<file path="src/sv/bier_ipv6_replicator_unit_defines.svh">
// ----------------------------------------------------------------------------
// BIER IPv6 replicator assertion macros
// Shared property forms for the replicator checks, clocked on clk and
// disabled while arst_n is low.
// ----------------------------------------------------------------------------
`ifndef BIER_IPV6_REPLICATOR_UNIT_DEFINES_SVH
`define BIER_IPV6_REPLICATOR_UNIT_DEFINES_SVH

// same-cycle implication
`define BIERREP_ASSERT_IMPL(name, ante, cons, msg) \
	name: assert property (@(posedge clk) disable iff (!arst_n) (ante) |-> (cons)) \
		else $error(msg);

// next-cycle implication
`define BIERREP_ASSERT_NEXT(name, ante, cons, msg) \
	name: assert property (@(posedge clk) disable iff (!arst_n) (ante) |=> (cons)) \
		else $error(msg);

`endif

</file>
<file path="src/sv/bierrep_pkg.sv">
`timescale 1ns / 1ps
// ----------------------------------------------------------------------------
// BIER IPv6 replicator package
// Table size, field widths, codes and the command and status bundles
// between controller and datapath.
// ----------------------------------------------------------------------------
package bierrep_pkg;

	localparam int TABLE_ENTRIES = 16;
	localparam int IDX_W = (TABLE_ENTRIES > 1) ? $clog2(TABLE_ENTRIES) : 1;
	localparam int CNT_W = IDX_W + 1;

	localparam int ENTRY_IDX_W = 4;
	localparam int HALF_W = 64;
	localparam int HOP_W = 8;

	localparam logic MODE_WRITE = 1'b0;
	localparam logic MODE_FWD = 1'b1;

	localparam logic [HOP_W-1:0] HOP_MIN_FWD = 8'd2;

	typedef enum logic [1:0] {
		KIND_REPLICA = 2'd0,
		KIND_HOP_EXCEEDED = 2'd1,
		KIND_NO_REPLICA = 2'd2
	} kind_t;

	typedef enum logic [1:0] {
		ST_IDLE,
		ST_SCAN,
		ST_DRAIN
	} state_t;

	typedef struct packed {
		logic [HALF_W-1:0] addr_hi;
		logic [HALF_W-1:0] addr_lo;
		logic [HALF_W-1:0] mask_hi;
		logic [HALF_W-1:0] mask_lo;
	} entry_t;

	typedef struct packed {
		logic [1:0] kind;
		logic [ENTRY_IDX_W-1:0] egress;
		logic [HALF_W-1:0] addr_hi;
		logic [HALF_W-1:0] addr_lo;
		logic [HOP_W-1:0] hop;
		logic last;
	} res_t;

	typedef struct packed {
		logic wr;
		logic load;
		logic hop_exc;
		logic issue;
		logic [IDX_W-1:0] idx;
		logic final_res;
	} dp_cmd_t;

	typedef struct packed {
		logic s1_vld;
		logic stall;
		logic out_free;
	} dp_sts_t;

endpackage

</file>
<file path="src/sv/bier_ipv6_replicator_unit.sv">
`timescale 1ns / 1ps
// ----------------------------------------------------------------------------
// BIER IPv6 replicator
// Table-driven replication of IPv6 packets by a bit string in the
// destination address.
// ----------------------------------------------------------------------------
// A write word (mode 0) loads one table slot. A packet word (mode 1) is
// compared against the table one slot per cycle from a single read port,
// except while the scan stalls on a full output register, and it holds the
// input until its final word is loaded into the output register; a packet
// whose hop limit is 1 or less skips the scan and gives a single hop-exceeded
// word. Replicas come out in slot order with last set on the final word, and
// a packet with no qualifying slot gives a single no-replica word.
module bier_ipv6_replicator_unit (
	input  logic clk,
	input  logic arst_n,
	input  logic in_valid,
	output logic in_ready,
	input  logic mode,
	input  logic [bierrep_pkg::ENTRY_IDX_W-1:0] entry_index,
	input  logic [bierrep_pkg::HALF_W-1:0] addr_hi,
	input  logic [bierrep_pkg::HALF_W-1:0] addr_lo,
	input  logic [bierrep_pkg::HALF_W-1:0] mask_hi,
	input  logic [bierrep_pkg::HALF_W-1:0] mask_lo,
	input  logic entry_valid,
	input  logic [bierrep_pkg::HOP_W-1:0] hop_count,
	output logic out_valid,
	input  logic out_ready,
	output logic [1:0] kind,
	output logic [bierrep_pkg::ENTRY_IDX_W-1:0] egress_entry,
	output logic [bierrep_pkg::HALF_W-1:0] new_addr_hi,
	output logic [bierrep_pkg::HALF_W-1:0] new_addr_lo,
	output logic [bierrep_pkg::HOP_W-1:0] new_hop_limit,
	output logic last
);
	import bierrep_pkg::*;

	dp_cmd_t cmd;
	dp_sts_t sts;
	res_t res;

	bierrep_ctrl u_ctrl (
		.clk      (clk),
		.arst_n   (arst_n),
		.in_valid (in_valid),
		.in_ready (in_ready),
		.mode     (mode),
		.hop_count(hop_count),
		.sts      (sts),
		.cmd      (cmd)
	);

	bierrep_dp u_dp (
		.clk        (clk),
		.arst_n     (arst_n),
		.cmd        (cmd),
		.sts        (sts),
		.entry_index(entry_index),
		.addr_hi    (addr_hi),
		.addr_lo    (addr_lo),
		.mask_hi    (mask_hi),
		.mask_lo    (mask_lo),
		.entry_valid(entry_valid),
		.hop_count  (hop_count),
		.out_valid  (out_valid),
		.out_ready  (out_ready),
		.out_res    (res)
	);

	assign kind = res.kind;
	assign egress_entry = res.egress;
	assign new_addr_hi = res.addr_hi;
	assign new_addr_lo = res.addr_lo;
	assign new_hop_limit = res.hop;
	assign last = res.last;

`include "bier_ipv6_replicator_unit_defines.svh"

	`BIERREP_ASSERT_IMPL(a_single_is_last, out_valid && (kind != KIND_REPLICA), last, "non-replica word without last")
	`BIERREP_ASSERT_NEXT(a_pkt_blocks_input, in_valid && in_ready && (mode == MODE_FWD), !in_ready, "input open after packet accept")
	`BIERREP_ASSERT_IMPL(a_stall_on_full, sts.stall, out_valid && !out_ready, "scan stalled with output free")

endmodule

</file>
<file path="src/sv/bierrep_ctrl.sv">
`timescale 1ns / 1ps
// ----------------------------------------------------------------------------
// BIER IPv6 replicator controller
// Takes words, sequences the table scan and closes each packet.
// ----------------------------------------------------------------------------
module bierrep_ctrl (
	input  logic clk,
	input  logic arst_n,
	input  logic in_valid,
	output logic in_ready,
	input  logic mode,
	input  logic [bierrep_pkg::HOP_W-1:0] hop_count,
	input  bierrep_pkg::dp_sts_t sts,
	output bierrep_pkg::dp_cmd_t cmd
);
	import bierrep_pkg::*;

	state_t state_q, state_nxt;
	logic [CNT_W-1:0] iss_q;
	logic done;
	logic hop_low;

	assign done = (iss_q == CNT_W'(TABLE_ENTRIES));
	assign hop_low = (hop_count < HOP_MIN_FWD);

	always_comb begin
		state_nxt = state_q;
		unique case (state_q)
			ST_IDLE: begin
				if (in_valid && mode == MODE_FWD) begin
					state_nxt = hop_low ? ST_DRAIN : ST_SCAN;
				end
			end
			ST_SCAN: begin
				if (done && (!sts.s1_vld || !sts.stall)) begin
					state_nxt = ST_DRAIN;
				end
			end
			ST_DRAIN: begin
				if (sts.out_free) begin
					state_nxt = ST_IDLE;
				end
			end
			default: state_nxt = ST_IDLE;
		endcase
	end

	always_comb begin
		in_ready = 1'b0;
		cmd = '0;
		cmd.idx = iss_q[IDX_W-1:0];
		cmd.hop_exc = hop_low;
		unique case (state_q)
			ST_IDLE: begin
				in_ready = 1'b1;
				cmd.wr = in_valid && (mode == MODE_WRITE);
				cmd.load = in_valid && (mode == MODE_FWD);
			end
			ST_SCAN: begin
				cmd.issue = !done && !sts.stall;
			end
			ST_DRAIN: begin
				cmd.final_res = sts.out_free;
			end
			default: ;
		endcase
	end

	always_ff @(posedge clk or negedge arst_n) begin
		if (!arst_n) begin
			state_q <= ST_IDLE;
			iss_q <= '0;
		end else begin
			state_q <= state_nxt;
			if (cmd.load) begin
				iss_q <= '0;
			end else if (cmd.issue) begin
				iss_q <= iss_q + CNT_W'(1);
			end
		end
	end

endmodule

</file>
<file path="src/sv/bierrep_dp.sv">
`timescale 1ns / 1ps
// ----------------------------------------------------------------------------
// BIER IPv6 replicator datapath
// Entry table, match stage taking one entry a cycle unless stalled, pending
// replica and the output word register.
// ----------------------------------------------------------------------------
module bierrep_dp (
	input  logic clk,
	input  logic arst_n,
	input  bierrep_pkg::dp_cmd_t cmd,
	output bierrep_pkg::dp_sts_t sts,
	input  logic [bierrep_pkg::ENTRY_IDX_W-1:0] entry_index,
	input  logic [bierrep_pkg::HALF_W-1:0] addr_hi,
	input  logic [bierrep_pkg::HALF_W-1:0] addr_lo,
	input  logic [bierrep_pkg::HALF_W-1:0] mask_hi,
	input  logic [bierrep_pkg::HALF_W-1:0] mask_lo,
	input  logic entry_valid,
	input  logic [bierrep_pkg::HOP_W-1:0] hop_count,
	output logic out_valid,
	input  logic out_ready,
	output bierrep_pkg::res_t out_res
);
	import bierrep_pkg::*;

	entry_t mem [TABLE_ENTRIES];
	logic [TABLE_ENTRIES-1:0] used_q;

	logic [HALF_W-1:0] dst_hi_q, dst_lo_q;
	logic [HOP_W-1:0] nhop_q;

	entry_t rd_s1;
	logic [IDX_W-1:0] idx_s1;
	logic used_s1;
	logic vld_s1;

	res_t pend_q;
	logic pend_vld_q;
	res_t out_q;
	logic out_vld_q;

	logic [HALF_W-1:0] d_hi, d_lo;
	logic match, resid, hit, stall, out_free, take;
	logic out_load;
	res_t out_nxt;
	res_t rep;
	res_t hop_res;

	assign d_hi = dst_hi_q & rd_s1.addr_hi;
	assign d_lo = dst_lo_q & rd_s1.addr_lo;
	assign match = (((dst_hi_q ^ rd_s1.addr_hi) & rd_s1.mask_hi) == '0) &&
		(((dst_lo_q ^ rd_s1.addr_lo) & rd_s1.mask_lo) == '0);
	assign resid = ((d_hi & ~rd_s1.mask_hi) != '0) || ((d_lo & ~rd_s1.mask_lo) != '0);
	assign hit = vld_s1 && used_s1 && match && resid;
	assign out_free = !out_vld_q || out_ready;
	assign stall = hit && pend_vld_q && !out_free;
	assign take = hit && !stall;

	assign sts.s1_vld = vld_s1;
	assign sts.stall = stall;
	assign sts.out_free = out_free;

	always_comb begin
		rep.kind = KIND_REPLICA;
		rep.egress = ENTRY_IDX_W'(idx_s1);
		rep.addr_hi = d_hi;
		rep.addr_lo = d_lo;
		rep.hop = nhop_q;
		rep.last = 1'b0;
	end

	always_comb begin
		hop_res = '0;
		hop_res.kind = KIND_HOP_EXCEEDED;
		hop_res.last = 1'b1;
	end

	always_comb begin
		out_load = 1'b0;
		out_nxt = pend_q;
		if (cmd.final_res) begin
			out_load = 1'b1;
			if (!pend_vld_q) begin
				out_nxt = '0;
				out_nxt.kind = KIND_NO_REPLICA;
			end
			out_nxt.last = 1'b1;
		end else if (take && pend_vld_q) begin
			out_load = 1'b1;
			out_nxt.last = 1'b0;
		end
	end

	// table store and registered read
	always_ff @(posedge clk) begin
		if (cmd.wr && (entry_index < TABLE_ENTRIES)) begin
			mem[IDX_W'(entry_index)] <= '{addr_hi, addr_lo, mask_hi, mask_lo};
		end
		if (cmd.issue) begin
			rd_s1 <= mem[cmd.idx];
			idx_s1 <= cmd.idx;
			used_s1 <= used_q[cmd.idx];
		end
		if (cmd.load) begin
			dst_hi_q <= addr_hi;
			dst_lo_q <= addr_lo;
			nhop_q <= hop_count - HOP_W'(1);
		end
		if (cmd.load) begin
			pend_q <= hop_res;
		end else if (take) begin
			pend_q <= rep;
		end
		if (out_load) begin
			out_q <= out_nxt;
		end
	end

	always_ff @(posedge clk or negedge arst_n) begin
		if (!arst_n) begin
			used_q <= '0;
			vld_s1 <= 1'b0;
			pend_vld_q <= 1'b0;
			out_vld_q <= 1'b0;
		end else begin
			if (cmd.wr && (entry_index < TABLE_ENTRIES)) begin
				used_q[IDX_W'(entry_index)] <= entry_valid;
			end
			if (!stall) begin
				vld_s1 <= cmd.issue;
			end
			if (cmd.load) begin
				pend_vld_q <= cmd.hop_exc;
			end else if (take) begin
				pend_vld_q <= 1'b1;
			end else if (cmd.final_res) begin
				pend_vld_q <= 1'b0;
			end
			if (out_load) begin
				out_vld_q <= 1'b1;
			end else if (out_ready) begin
				out_vld_q <= 1'b0;
			end
		end
	end

	assign out_valid = out_vld_q;
	assign out_res = out_q;

endmodule

</file>
<file path="config.mk">
export PLATFORM = sky130hd
export DESIGN_NAME = bier_ipv6_replicator_unit
export DESIGN_NICKNAME = d
export VERILOG_FILES = /design/src/sv/bierrep_pkg.sv /design/src/sv/bier_ipv6_replicator_unit.sv /design/src/sv/bierrep_ctrl.sv /design/src/sv/bierrep_dp.sv
export VERILOG_INCLUDE_DIRS = /design/src /design/src/sv
export SDC_FILE = /design/constraint.sdc
export NUM_CORES = 2
export LEC_CHECK = 0
export BUFFER_PORTS_ARGS = -buffer_cell sky130_fd_sc_hd__buf_4
export CAP_MARGIN = 20
export CORE_UTILIZATION = 50
export CTS_CLUSTER_SIZE = 40
export DETAILED_ROUTE_END_ITERATION = 7
export PLACE_DENSITY = 0.74
export SLEW_MARGIN = 5
export SYNTH_ARGS = -nofsm -noshare
export SYNTH_HDL_FRONTEND = slang
export SYNTH_SLANG_ARGS = --single-unit
</file>
<file path="constraint.sdc">
create_clock -name clk -period 19 [get_ports clk]
set_clock_uncertainty 0.05 [all_clocks]
set_input_delay 3.8 -clock clk [delete_from_list [all_inputs] [get_ports clk]]
set_output_delay 3.8 -clock clk [all_outputs]
set_load 0.02 [all_outputs]
</file>
## Word level (Yosys, flattened, before mapping)

Memories as Yosys holds them, arrays and structs flattened. A register that Yosys moved wholly into a read port is not among the register bits.
Cells that the tools add are included.

- Flip-flop bits (word level): 451
- Bits in writable memories: 4096
- Input bits: 274
- Word-level logic and storage cells: 105
- Memories kept: 1

Memory list:

| name | words | width | read ports | clocked after memory_dff | write ports | line | text |
|---|---|---|---|---|---|---|---|
| u_dp.mem | 16 | 256 | 1 | 1 | 1 | bierrep_dp.sv:25 | `entry_t mem [TABLE_ENTRIES];` |

- $add $sub $neg: 2
- $lt $le $gt $ge: 4
- Equal/unequal tests: 6
- Mux-type cells: 28
- Bitwise gates (word level): 11
- Reduce and logical (&&, ||, !) cells: 30

Operators with widths:

| cell | number |
|---|---|
| $and 64x64->64 | 6 |
| $mux 143 | 1 |
| $mux 141 | 1 |
| $logic_not 64->1 | 2 |
| $not 64->64 | 2 |
| $reduce_bool 64->1 | 2 |
| $xor 64x64->64 | 2 |
| $bwmux 16 | 1 |
| $mux 1 | 15 |
| $logic_and 1x1->1 | 13 |
| $lt 4x5->1 const B | 2 |
| $mux 2 | 5 |
| $mux 5 | 2 |
| $lt 8x2->1 const B | 1 |
| $sub 8x1->8 const B | 1 |
| $ne 2x1->1 const B | 3 |
| $pmux 2 s3 | 1 |
| $add 5x1->5 const B | 1 |
| $eq 5x5->1 const B | 1 |
| $logic_not 1->1 | 5 |
| $bmux 1 s4 | 1 |
| $demux 1 s4 | 1 |
| $ge 4x1->1 const B | 1 |
| $reduce_bool 2->1 | 2 |
| other kinds (7) | 9 |

## Logic depth before layout (Yosys ltp)

- Depth after elaboration: 14
- Depth in mapped cells: 12
- Mapped depth without buffers: 9

## Hierarchy

Synthesis repeated with hierarchy kept, for this count alone.

- Cells, all modules: 7675
- Area total of the unflattened synthesis: 180849.7 um^2

By module, submodules not included:

| module | times used | cells an instance | area each (um^2) |
|---|---|---|---|
| bierrep_dp | 1 | 7627 | 180373.0 |
| bierrep_ctrl | 1 | 48 | 476.7 |

## Least setup slack after synthesis

Ideal clock, no wire load.

- Path kind: input-to-reg
- From: in mode
- To: reg u_dp.used_q[0]
- Library setup time: 0.156 ns
- Arrival time: 23.842 ns
- Required time: 18.794 ns
- Path slack: -5.048 ns
- Stages: 4
- Path buffers: 0
- Cell sequence: nand3b_1 -> or3_1 -> nor3_1 -> mux2_2

- Word-level cells in the longest chain between the ends: 3

Ends and longest elaborated chain:

| item | line | text |
|---|---|---|
| start, declared | bier_ipv6_replicator_unit.sv:19 | `input logic mode,` |
| $not 1->1 | bierrep_ctrl.sv:56 | `cmd.wr = in_valid && (mode == MODE_WRITE);` |
| $logic_and 1x1->1 | bierrep_ctrl.sv:56 |  |
| $mux 2 | bierrep_ctrl.sv:53 | `unique case (state_q)` |
| end signal, assigned by index | bierrep_dp.sv:126 | `used_q[IDX_W'(entry_index)] <= entry_valid;` |
| end, declared | bierrep_dp.sv:26 | `logic [TABLE_ENTRIES-1:0] used_q;` |

Every way passes these cells.
A chain may end at the register's enable or synchronous reset.

## Worst setup path after layout

- From: in mode
- To: mem u_dp.mem[0][102] in the netlist's numbering (enable)

- Word-level cells in the longest chain between the ends: 5

Ends and longest elaborated chain:

| item | line | text |
|---|---|---|
| $not 1->1 | bierrep_ctrl.sv:56 |  |
| $logic_and 1x1->1 | bierrep_ctrl.sv:56 |  |
| $mux 2 | bierrep_ctrl.sv:53 |  |
| $mux 1 | bierrep_dp.sv:95 | `if (cmd.wr && (entry_index < TABLE_ENTRIES)) begin` |
| $mux 1 (implied by the code) | bierrep_dp.sv:96 | `mem[IDX_W'(entry_index)] <= '{addr_hi, addr_lo, mask_hi, mask_lo};` |
| end, declared | bierrep_dp.sv:25 |  |

Every way passes these cells.

==> reports/metrics.yaml <==
status:
  status: "completed"
placement:
  gp_congestion: 1.003
  dpl.hpwl_mm: 296.4
  portBuffers: 418
  placed_cells: 12400
min_path:
  min_from: "u_dp.pend_q[0]"
  hold_class: "flip-flop to flip-flop"
timing:
  finalSetupTns_ps: 0
  setup_viol: 0
  final_hold_viol_count: 0
  slew_viol_final: 0
  max_slew_margin_pct: 18.56
  worst_slew_pin_slew_ps: 1222
  fin_crit_ps: 7427
  fmax_ghz: 0.1346
  grt_setup_unrepaired: "no"
  period_share_pct: 39.09
drt:
  vias_per_cell: 6.444
  wl_met2_mm: 238.5
  drt_iter0_markers: 12490
  vias: 85580
  routedWlPerCell_um: 37.29
  ant_nets: 0
  first_pass_iters: 6
  drt-met1-wl_mm: 177.0
  wl_met3_mm: 54.81
  wl_mm: 495.2
  highest_layer: "met5"
  drc: 0
worst_setup_path:
  startpoint: "mode"
  path_class: "input pin to flip-flop"
  end_kind: "flip-flop"
  r2r-start: "u_dp.rd_s1[237]"
  cp.required_ps: 19530
  crit_path_start_kind: "input pin"
  path_max_fanout: 46
  arrival_ps: 7950
synthesis:
  synth_adder_area_share_pct: 0.9105
  synth_compound_area_share_pct: 0.5505
  netlist_area_um2: 180000
  synth_cells: 7422
  yosysUniqueCellTypes: 41
  synth_fp_nets: 7827
  ys_seq_elements: 4803
  seq_area_frac_synth_pct: 79.26
  synth_xor_area_share_pct: 0.02919
  yosys_warnings: 0
  synth_top_family_by_area: "multiplexers"
  avgSynthCellArea_um2: 24.25
  postSynth.asyncResetShare_pct: 0.5413
  synth-main-ff-cell: "edfxtp_1"
  synth_edf_count: 4636
  synthSimpleGateAreaFrac_pct: 1.317
  muxShareOfSynthArea_pct: 16.97
floorplan:
  io_pins: 419
  rows: 219
  fp.dieW_um: 602.0
  start_util_pct: 50.42
  die_h_um: 602.0
  coreArea_um2: 357000
  dieArea_um2: 362400
global_route:
  antenna_found_initial: 119
  grt_pass1_wl_mm: 680.7
  grt.total_usage_pct: 27.04
  grt_pass1_vias: 84400
  grt_max_degree: 149
  gr-total-overflow: 0
final_layout:
  nets: 8503
  area_delta_synth_final_pct: 13.62
  drive_gt1_share_pct: 30.22
  instances_no_fill: 13280
power:
  power.leakage_nw: 65.21
  ir_worst_vdd_mv: 0.1221
  power_per_cell_area_nw_per_um2: 138.1
clock_network:
  htree_num_levels: 5
  cts_buffer_depth: 4
  cts_tree: "yes"
  clock_sinks: 4803
  post_cts_buffers: 0
  postCtsHoldBufs: 0
  ctsRootBufferMaster: "clkbuf_16"
  path_clk_slew_ps: 60
  cts_resized: 0
  cts_buffers: 448
  clock_latency_ps: 1010
job:
  maxCapViolCount: 0
## metrics by stage
step	setup WS [ps]	area, µm²	hold WS, ps	utilization, %	power (mW)
2_1_floorplan	2319	180000	373.1	-	16.61
3_3_place_gp	10670	189300	397.2	53.01	19.11
3_5_place_dp	10620	189300	418.5	53.01	19.17
4_1_cts	11680	204400	430.3	57.24	28.30
5_1_grt	11540	204500	452.0	57.27	28.91
6_report	11570	204500	428.7	57.28	28.25
## per-layer routing
layer,global-route usage [%],up-vias
li1,-,33050
met3,6.737,892
met4,12.29,52
met5,0,-
met2,42.70,5871
met1,35.80,45710
## final timing paths
kind                       depth (start not counted)          endpoint  slack [ps]
max                                                7  u_dp.mem[0][102]       11570
min                                                2    u_dp.pend_q[0]         430
max reg2reg                                        9  u_dp.out_res[30]       12560
min reg2reg                                        2    u_dp.pend_q[0]         430
max in group asynchronous                          1   u_dp.used_q[14]       15910
min in group asynchronous                          1    u_dp.out_valid        2660
## critical path: stages
cell and delay (ps):
buf_4 110, nand3b_1 260, or3_1 550, nor3_4 750, buf_4 740, buf_4 700, buf_4 760
## area by class of cell
cell class / instances / area (µm²)
diodes: 58 / 145.1
clock buffers: 536 / 11820
inverters: 105 / 409.1
clock inverters: 287 / 3277
repair buffers: 562 / 4452
multi-input cells: 2178 / 35780
well taps: 4751 / 5944
fillers: 24410 / 152500
flip-flops and latches: 4803 / 142700
## cell families after synthesis
logic type                 after synthesis
AOI/OAI and AO/OA                      135
xor gates and xnor gates                 6
adders and majority gates              131
buffers and inverters                  441
DFF                                   4803
muxes                                 1444
and+or+nand+nor                        462
## cell usage in the layout, fill, tap and decap left out, types with 13 or more instances in the layout
| cell | count |
|---|---|
| edfxtp_1 | 4636 |
| mux4_2 | 1285 |
| buf_4 | 544 |
| clkbuf_16 | 453 |
| nor2_1 | 148 |
| nor2b_1 | 143 |
| mux2i_1 | 143 |
| dfxtp_1 | 141 |
| ha_1 | 131 |
| inv_1 | 103 |
| clkinv_1 | 89 |
| clkinv_2 | 85 |
| clkbuf_1 | 66 |
| bufinv_16 | 62 |
| diode_2 | 58 |
| a22oi_1 | 44 |
| o22ai_1 | 42 |
| nand2_1 | 36 |
| nand2b_1 | 36 |
| dfrtp_1 | 22 |
| nand4_1 | 21 |
| clkinvlp_4 | 20 |
| clkbuf_8 | 17 |
| buf_12 | 17 |
| nand3_1 | 16 |
| mux2_2 | 16 |
| nor3_1 | 15 |
| nor2_4 | 13 |
| a22o_1 | 13 |
## Yosys cell counts (17+ instances only)
cell	number	area [µm²]
nor3_1	19	95.09
dfrtp_1	26	650.6
o22ai_1	42	262.8
inv_1	105	394.1
mux4_2	1285	28940
dfxtp_1	141	2823
mux2i_1	143	1431
nand2b_1	36	225.2
nand2_1	36	135.1
ha_1	131	1639
nand4_1	21	131.4
nor2b_1	143	894.6
nor2_1	161	604.3
edfxtp_1	4636	139200
clkbuf_1	254	953.4
a22oi_1	44	330.3
nand3_1	17	85.08
buf_1	63	236.5
## power by group
part           switching (mW)  internal (mW)  total, mW
Sequential              0.501           12.3       12.8
Clock                    3.92           5.28       9.20
Combinational            3.55           2.67       6.22
## state kept, by name, indices dropped and copies added, names as in the netlist
signal,count
u_dp.mem,4096
u_dp.dst_lo_q,64
u_dp.rd_s1,256
u_dp.out_res,143
u_dp.pend_vld_q,1
u_dp.nhop_q,8
u_ctrl.state_q,2
u_dp.dst_hi_q,64
u_dp.used_q,16
u_dp.idx_s1,4
u_ctrl.iss_q,5
u_dp.vld_s1,1
u_dp.out_valid,1
u_dp.used_s1,1
u_dp.pend_q,141
(Power assumes the default switching activity.)
